[src/rtl/core/lcsp_pkg.sv]
// shared types, codes and gain table helper for the looped cubic sample player
package lcsp_pkg;

   typedef enum logic [1:0] {
      OP_LOAD   = 2'd0,
      OP_NOTE   = 2'd1,
      OP_RENDER = 2'd2,
      OP_UNUSED = 2'd3
   } op_type;

   typedef enum logic [2:0] {
      CSR_LOOP_ENABLE   = 3'd0,
      CSR_LOOP_START    = 3'd1,
      CSR_LOOP_END      = 3'd2,
      CSR_CROSSFADE_LEN = 3'd3,
      CSR_SAMPLE_COUNT  = 3'd4,
      CSR_STEREO        = 3'd5
   } csr_index_type;

   typedef enum logic [2:0] {
      ST_IDLE,
      ST_SETUP,
      ST_FETCH,
      ST_HORNER,
      ST_WAITDIV,
      ST_BLEND,
      ST_WRITE
   } state_type;

   localparam int CSR_IDX_BITS  = 3;
   localparam int CSR_DATA_BITS = 17;
   localparam int GAIN_BITS     = 17;
   localparam logic [GAIN_BITS-1:0] UNITY_GAIN = 17'd32768;
   localparam logic [63:0] HALF_PI_Q30 = 64'd1686629713;

   typedef struct packed {
      logic       load;
      logic       note;
      logic       render;
      logic       div_start;
      logic       rd_en;
      logic       alt;
      logic [1:0] tap;
      logic       cap_en;
      logic [1:0] cap_tap;
      logic       hor_en;
      logic       hor_ch;
      logic [1:0] hor_step;
      logic       blend_en;
      logic [1:0] blend_step;
      logic       out_load;
   } ctrl_type;

   typedef struct packed {
      logic fade;
      logic div_busy;
   } status_type;

   // quarter sine in q15 from a q30 angle, taylor series to x^11
   function automatic logic [GAIN_BITS-1:0] quarter_sine(input logic [63:0] x);
      logic [63:0] x2;
      logic [63:0] t;
      logic [63:0] r;
      logic signed [64:0] s;
      x2 = (x * x) >> 30;
      t  = x;
      s  = signed'({1'b0, x});
      t  = ((t * x2) >> 30) / 64'd6;
      s  = s - signed'({1'b0, t});
      t  = ((t * x2) >> 30) / 64'd20;
      s  = s + signed'({1'b0, t});
      t  = ((t * x2) >> 30) / 64'd42;
      s  = s - signed'({1'b0, t});
      t  = ((t * x2) >> 30) / 64'd72;
      s  = s + signed'({1'b0, t});
      t  = ((t * x2) >> 30) / 64'd110;
      s  = s - signed'({1'b0, t});
      if (s < 0) begin
         s = '0;
      end
      r = (s[63:0] + 64'd16384) >> 15;
      if (r > 64'(UNITY_GAIN)) begin
         r = 64'(UNITY_GAIN);
      end
      return r[GAIN_BITS-1:0];
   endfunction

endpackage

[src/rtl/core/lcsp_ctrl.sv]
// sequencer for load, note start and render words
module lcsp_ctrl
   import lcsp_pkg::*;
(
   input  logic       clock,
   input  logic       reset,
   input  logic       req_valid,
   output logic       req_stall,
   input  logic [1:0] req_operation,
   output logic       rsp_valid,
   input  logic       rsp_stall,
   input  status_type st,
   output ctrl_type   cmd
);
   state_type  state_ff, state_in;
   logic [2:0] cnt_ff, cnt_in;
   logic       pass_ff, pass_in;
   logic       rsp_valid_ff, rsp_valid_in;
   logic [2:0] cap_m1;
   logic [2:0] ch_m3;

   always_ff @(posedge clock) begin
      if (reset) begin
         state_ff     <= ST_IDLE;
         cnt_ff       <= '0;
         pass_ff      <= 1'b0;
         rsp_valid_ff <= 1'b0;
      end else begin
         state_ff     <= state_in;
         cnt_ff       <= cnt_in;
         pass_ff      <= pass_in;
         rsp_valid_ff <= rsp_valid_in;
      end
   end

   assign cap_m1 = cnt_ff - 3'd1;
   assign ch_m3  = cnt_ff - 3'd3;

   always_comb begin
      state_in     = state_ff;
      cnt_in       = cnt_ff;
      pass_in      = pass_ff;
      rsp_valid_in = rsp_valid_ff;
      cmd          = '0;
      cmd.alt      = pass_ff;
      req_stall    = 1'b1;
      if (rsp_valid_ff && !rsp_stall) begin
         rsp_valid_in = 1'b0;
      end
      unique case (state_ff)
         ST_IDLE: begin
            req_stall = 1'b0;
            if (req_valid) begin
               unique case (op_type'(req_operation))
                  OP_LOAD:   cmd.load = 1'b1;
                  OP_NOTE:   cmd.note = 1'b1;
                  OP_RENDER: begin
                     cmd.render = 1'b1;
                     state_in   = ST_SETUP;
                  end
                  default: ;
               endcase
            end
         end
         ST_SETUP: begin
            cmd.div_start = 1'b1;
            pass_in       = 1'b0;
            cnt_in        = '0;
            state_in      = ST_FETCH;
         end
         ST_FETCH: begin
            // four taps issued, each tap's data is captured in the cycle after its read
            cmd.rd_en   = (cnt_ff != 3'd4);
            cmd.tap     = cnt_ff[1:0];
            cmd.cap_en  = (cnt_ff != 3'd0);
            cmd.cap_tap = cap_m1[1:0];
            if (cnt_ff == 3'd4) begin
               cnt_in   = '0;
               state_in = ST_HORNER;
            end else begin
               cnt_in = cnt_ff + 3'd1;
            end
         end
         ST_HORNER: begin
            cmd.hor_en   = 1'b1;
            cmd.hor_ch   = (cnt_ff >= 3'd3);
            cmd.hor_step = (cnt_ff >= 3'd3) ? ch_m3[1:0] : cnt_ff[1:0];
            if (cnt_ff == 3'd5) begin
               cnt_in = '0;
               if (!pass_ff && st.fade) begin
                  pass_in  = 1'b1;
                  state_in = ST_FETCH;
               end else begin
                  state_in = ST_WAITDIV;
               end
            end else begin
               cnt_in = cnt_ff + 3'd1;
            end
         end
         ST_WAITDIV: begin
            if (!st.div_busy) begin
               cnt_in   = '0;
               state_in = ST_BLEND;
            end
         end
         ST_BLEND: begin
            cmd.blend_en   = 1'b1;
            cmd.blend_step = cnt_ff[1:0];
            if (cnt_ff == 3'd3) begin
               state_in = ST_WRITE;
            end
            cnt_in = cnt_ff + 3'd1;
         end
         ST_WRITE: begin
            if (!rsp_valid_ff || !rsp_stall) begin
               cmd.out_load = 1'b1;
               rsp_valid_in = 1'b1;
               state_in     = ST_IDLE;
            end
         end
         default: state_in = ST_IDLE;
      endcase
   end

   assign rsp_valid = rsp_valid_ff;
endmodule

[config.mk]
export PLATFORM = sky130hd
export DESIGN_NAME = lcsp_ctrl
export DESIGN_NICKNAME = d
export VERILOG_FILES = /design/src/rtl/core/lcsp_pkg.sv /design/src/rtl/core/lcsp_ctrl.sv
export SDC_FILE = /design/constraint.sdc
export NUM_CORES = 1
export LEC_CHECK = 0
export BUFFER_PORTS_ARGS = -buffer_cell sky130_fd_sc_hd__buf_2
export CORE_MARGIN = 2
export CORE_UTILIZATION = 23
export DETAILED_ROUTE_END_ITERATION = 10
export MAX_ROUTING_LAYER = met4
export SYNTH_ARGS = -nofsm -noshare
export SYNTH_HDL_FRONTEND = slang
export SYNTH_SLANG_ARGS = --single-unit
export TNS_END_PERCENT = 50
[constraint.sdc]
create_clock -name clock -period 3.59 [get_ports clock]
set_input_delay 0.359 -clock clock [delete_from_list [all_inputs] [get_ports clock]]
set_output_delay 0.359 -clock clock [all_outputs]
set_load 0.02 [all_outputs]
Word level (Yosys, flattened, before mapping)
Index checks and enable logic that the tools add are counted.
- logic and storage cells: 75
- bits of input ports: 8
- output and inout bits: 21
- register bits after elaboration: 8
- order comparisons: 1
- reduce and logical (&&, ||, !) cells: 14
- add/subtract/negate cells: 3
- eq/ne operators: 20
- multiplexer cells: 33
- operator list (operator ; count):
    3-bit two-way mux ; 14
    3-bit case mux with 7 select lines ; 1
    3-bit == test, second input constant ; 5
    3-bit case mux with 5 select lines ; 1
    2-bit inequality test, second input constant ; 7
    1-bit two-way mux ; 13
    3-bit by 2-bit == test with 1-bit output, second input constant ; 3
    7-bit AND reduction ; 1
    5-bit two-way mux ; 1
    5-bit nonzero test ; 1
    4-bit two-way mux ; 1
    3-bit by 1-bit adder with 3-bit output, second input constant ; 1
    3-bit by 1-bit == test with 1-bit output, second input constant ; 1
    3-bit by 2-bit >= comparator with 1-bit output, second input constant ; 1
    1-bit zero test ; 3
    3-bit zero test ; 1
    3-bit inequality test, second input constant ; 1
    3-bit AND reduction ; 1
    3-bit nonzero test ; 1
    2-bit by 1-bit == test with 1-bit output, second input constant ; 1
    2-bit == test, second input constant ; 1
    1-bit logical AND ; 2
    2-bit zero test ; 1
    2-bit two-way mux ; 1
    7 further kinds ; 7

Longest topological paths before layout
- depth in word-level cells: 5
- mapped depth: 6
- mapped depth without buffers: 6

Least setup slack after synthesis
No wires, ideal clock.
- path type: register -> output
- start point: register cnt_ff[0]
- end point: output port cmd[4] (netlist bit)
- required time: 3231 ps
- setup slack: 1717 ps
- path buffers: 0
- arrival time: 1514 ps
- stages on the path, launching flop included: 6
- cells stage by stage: dfxtp_1 > ha_1 > ha_1 > nor3_1 > nor2_1 > nor3_1
- RTL lines (item ; line ; source):
    start, declared ; lcsp_ctrl.sv:16 ; logic [2:0] cnt_ff, cnt_in;
    start signal, assigned ; lcsp_ctrl.sv:30 ; cnt_ff <= cnt_in;
    end, declared ; lcsp_ctrl.sv:13 ; output ctrl_type cmd

==> results.json <==
{
  "status": "finished, final reports clean",
  "path_max_fanout": 9,
  "nets": 135,
  "dpl_cell_area_um2": 888.4,
  "maxSlewViolCount": 0,
  "p_leak_nw": 0.4272,
  "insertion_delay_ps": 260,
  "clk_root_buffer_cell": "clkbuf_4",
  "setup_viol": 0,
  "wl_per_cell_um": 11.30,
  "firstDrtPassIters": 4,
  "synth_seq_cells": 8,
  "numCtsBuffers": 3,
  "hold_buffers": 0,
  "synth_edf_count": 0,
  "antenna_cells": 0,
  "antenna_found_initial": 0,
  "syn_area_um2": 747.0,
  "via_per_inst": 4.461,
  "antenna_left": 0,
  "dieHeight_um": 60.99,
  "hold_viol": 0,
  "synth_area_leaders": "dfxtp_1 21%, nor2_1 7.0%, ha_1 6.7%",
  "design.die.area_um2": 3720,
  "maxCapViolCount": 0,
  "layout_setup_ws_ps": 1461,
  "hold_slack_ps": 354.1,
  "fin_crit_sh": 0.5929,
  "fin_area_um2": 910.9,
  "gp_congestion": 0.7767,
  "num_vias": 736,
  "die_x_um": 60.99,
  "fmax_mhz": 469.8,
  "first_iter_violations": 16,
  "worstPathRequired_ps": 3230,
  "syn_inst": 97,
  "coreArea_um2": 3078,
  "htree_levels": 1,
  "cp-end-kind": "output port",
  "path_clk_slew_ps": 60,
  "rows": 20,
  "ys_warn_count": 0,
  "grt_pass1_wl_um": 2987,
  "synth-seq-area-share": 0.2144,
  "cp-start-kind": "flop",
  "synth_cell_types": 41,
  "initial_utilization": 0.2427,
  "total_power_uw": 266.0,
  "fill_cells": 356,
  "synthArstFlopShare": 0,
  "clock_sinks": 8,
  "synth_top_area_frac": 0.2144,
  "grt_use_total": 0.1123,
  "power_density_nw_per_um2": 292.0,
  "min_path_type": "in -> reg",
  "critPathKind": "reg -> out",
  "skew_ps": 6.700,
  "area_growth_pct": 21.94,
  "cts_resized": 0,
  "arrival_ps": 1770,
  "ys.flop_type": "dfxtp_1",
  "rsz0062_at_grt": "false",
  "tightest_slew_ps": 548.3,
  "syn_nets": 109,
  "cts.path.max_buffers": 2,
  "stdcell_count": 165,
  "first_global_vias": 699,
  "layout_min_cycle_time_ps": 2129,
  "wirelength_um": 1864,
  "grt_overflow": 0,
  "boundaryPins": 29,
  "final_util": 0.2959,
  "place_inst": 162,
  "drc": 0,
  "relSlewSlack": 0.6340,
  "postCtsSetupRepairBufs": 0,
  "peakVddDrop_uv": 64.79,
  "port_buffers": 28,
  "cts_tree": "done",
  "synth_top_area_cell": "dfxtp_1",
  "setup_tns_ps": 0,
  "place_hpwl_um": 1455,
  "drive_gt1_frac": 0.3471,
  "grt_max_degree": 18,
  "syn_avg_cell_area_um2": 7.701,
  "pre_cts_slack_ps": 1732
}
## worst paths after layout
check | startpoint | to | slack [ps] | depth (start not counted)
max | cnt_ff[0]$_SDFFE_PP0P_ | cmd[5] | 1460 | 6
min | rsp_stall | rsp_valid$_SDFF_PP0_ | 350 | 3
max reg2reg | cnt_ff[0]$_SDFFE_PP0P_ | cnt_ff[0]$_SDFFE_PP0P_ | 1940 | 6
min reg2reg | rsp_valid$_SDFF_PP0_ | rsp_valid$_SDFF_PP0_ | 490 | 2
## worst max-delay path, cell delays in order (launching register included)
cell and delay, ps:
dfxtp_1 410, ha_1 250, ha_1 250, nor3_1 220
nor2_1 60, nor3_1 140, buf_2 190
## sequential cells by signal (all words and copies together) (netlist names)
register,flops
pass_ff,1
state_ff,3
rsp_valid,1
cnt_ff,3
## metal layers
metal,GRT usage,share of wire,wire [µm],vias to the layer above
li1,-,-,-,386
met1,0.1248,0.47,873,327
met2,0.1828,0.47,876,19
met3,0.02559,0.042,78,4
met4,0.06522,0.019,35,0
met5,-,0,0,-
## final cells by class
cell class | count | area [µm²] | area share
multi-input combinational | 77 | 514.2 | 0.5646
sequential | 8 | 160.2 | 0.1758
timing repair buffer | 28 | 140.1 | 0.1538
tap | 44 | 55.05 | 0.06044
clock buffer | 3 | 22.52 | 0.02473
inverter | 5 | 18.77 | 0.02060
## logic make-up after synthesis
group                      share of synthesized area
muxes                                        0.03350
DFF                                           0.2144
and+or+nand+nor                               0.3786
buffers and inverters                        0.09713
adders and majority gates                    0.06700
AOI/OAI and AO/OA                             0.2094
## where the power goes
group / internal (mW) / total, mW / switching, mW
Clock: 0.0385 / 0.0722 / 0.0338
Sequential: 0.0928 / 0.106 / 0.0131
Combinational: 0.0367 / 0.0878 / 0.0511
Total: 0.168 / 0.266 / 0.0980
## cells in the final DEF, fill, tap and decap left out, drive strengths merged, types with 4 or more instances in the layout
cell type | netlist | final
nand2 | 6 | 6
nor3 | 7 | 7
dfxtp | 8 | 8
buf | 6 | 28
a21oi | 6 | 6
nor2 | 14 | 14
inv | 5 | 5
ha | 4 | 4
o21ai | 5 | 5
nand2b | 6 | 6
## cell usage after synthesis (all sizes together), types with 3 or more instances
cell / number
nor3: 7
nor2b: 3
inv: 5
nand2b: 6
buf: 6
a21oi: 6
ha: 4
nand2: 6
nand3b: 3
dfxtp: 8
nor2: 14
nand3: 3
o21ai: 5
(Power assumes the default switching activity.)
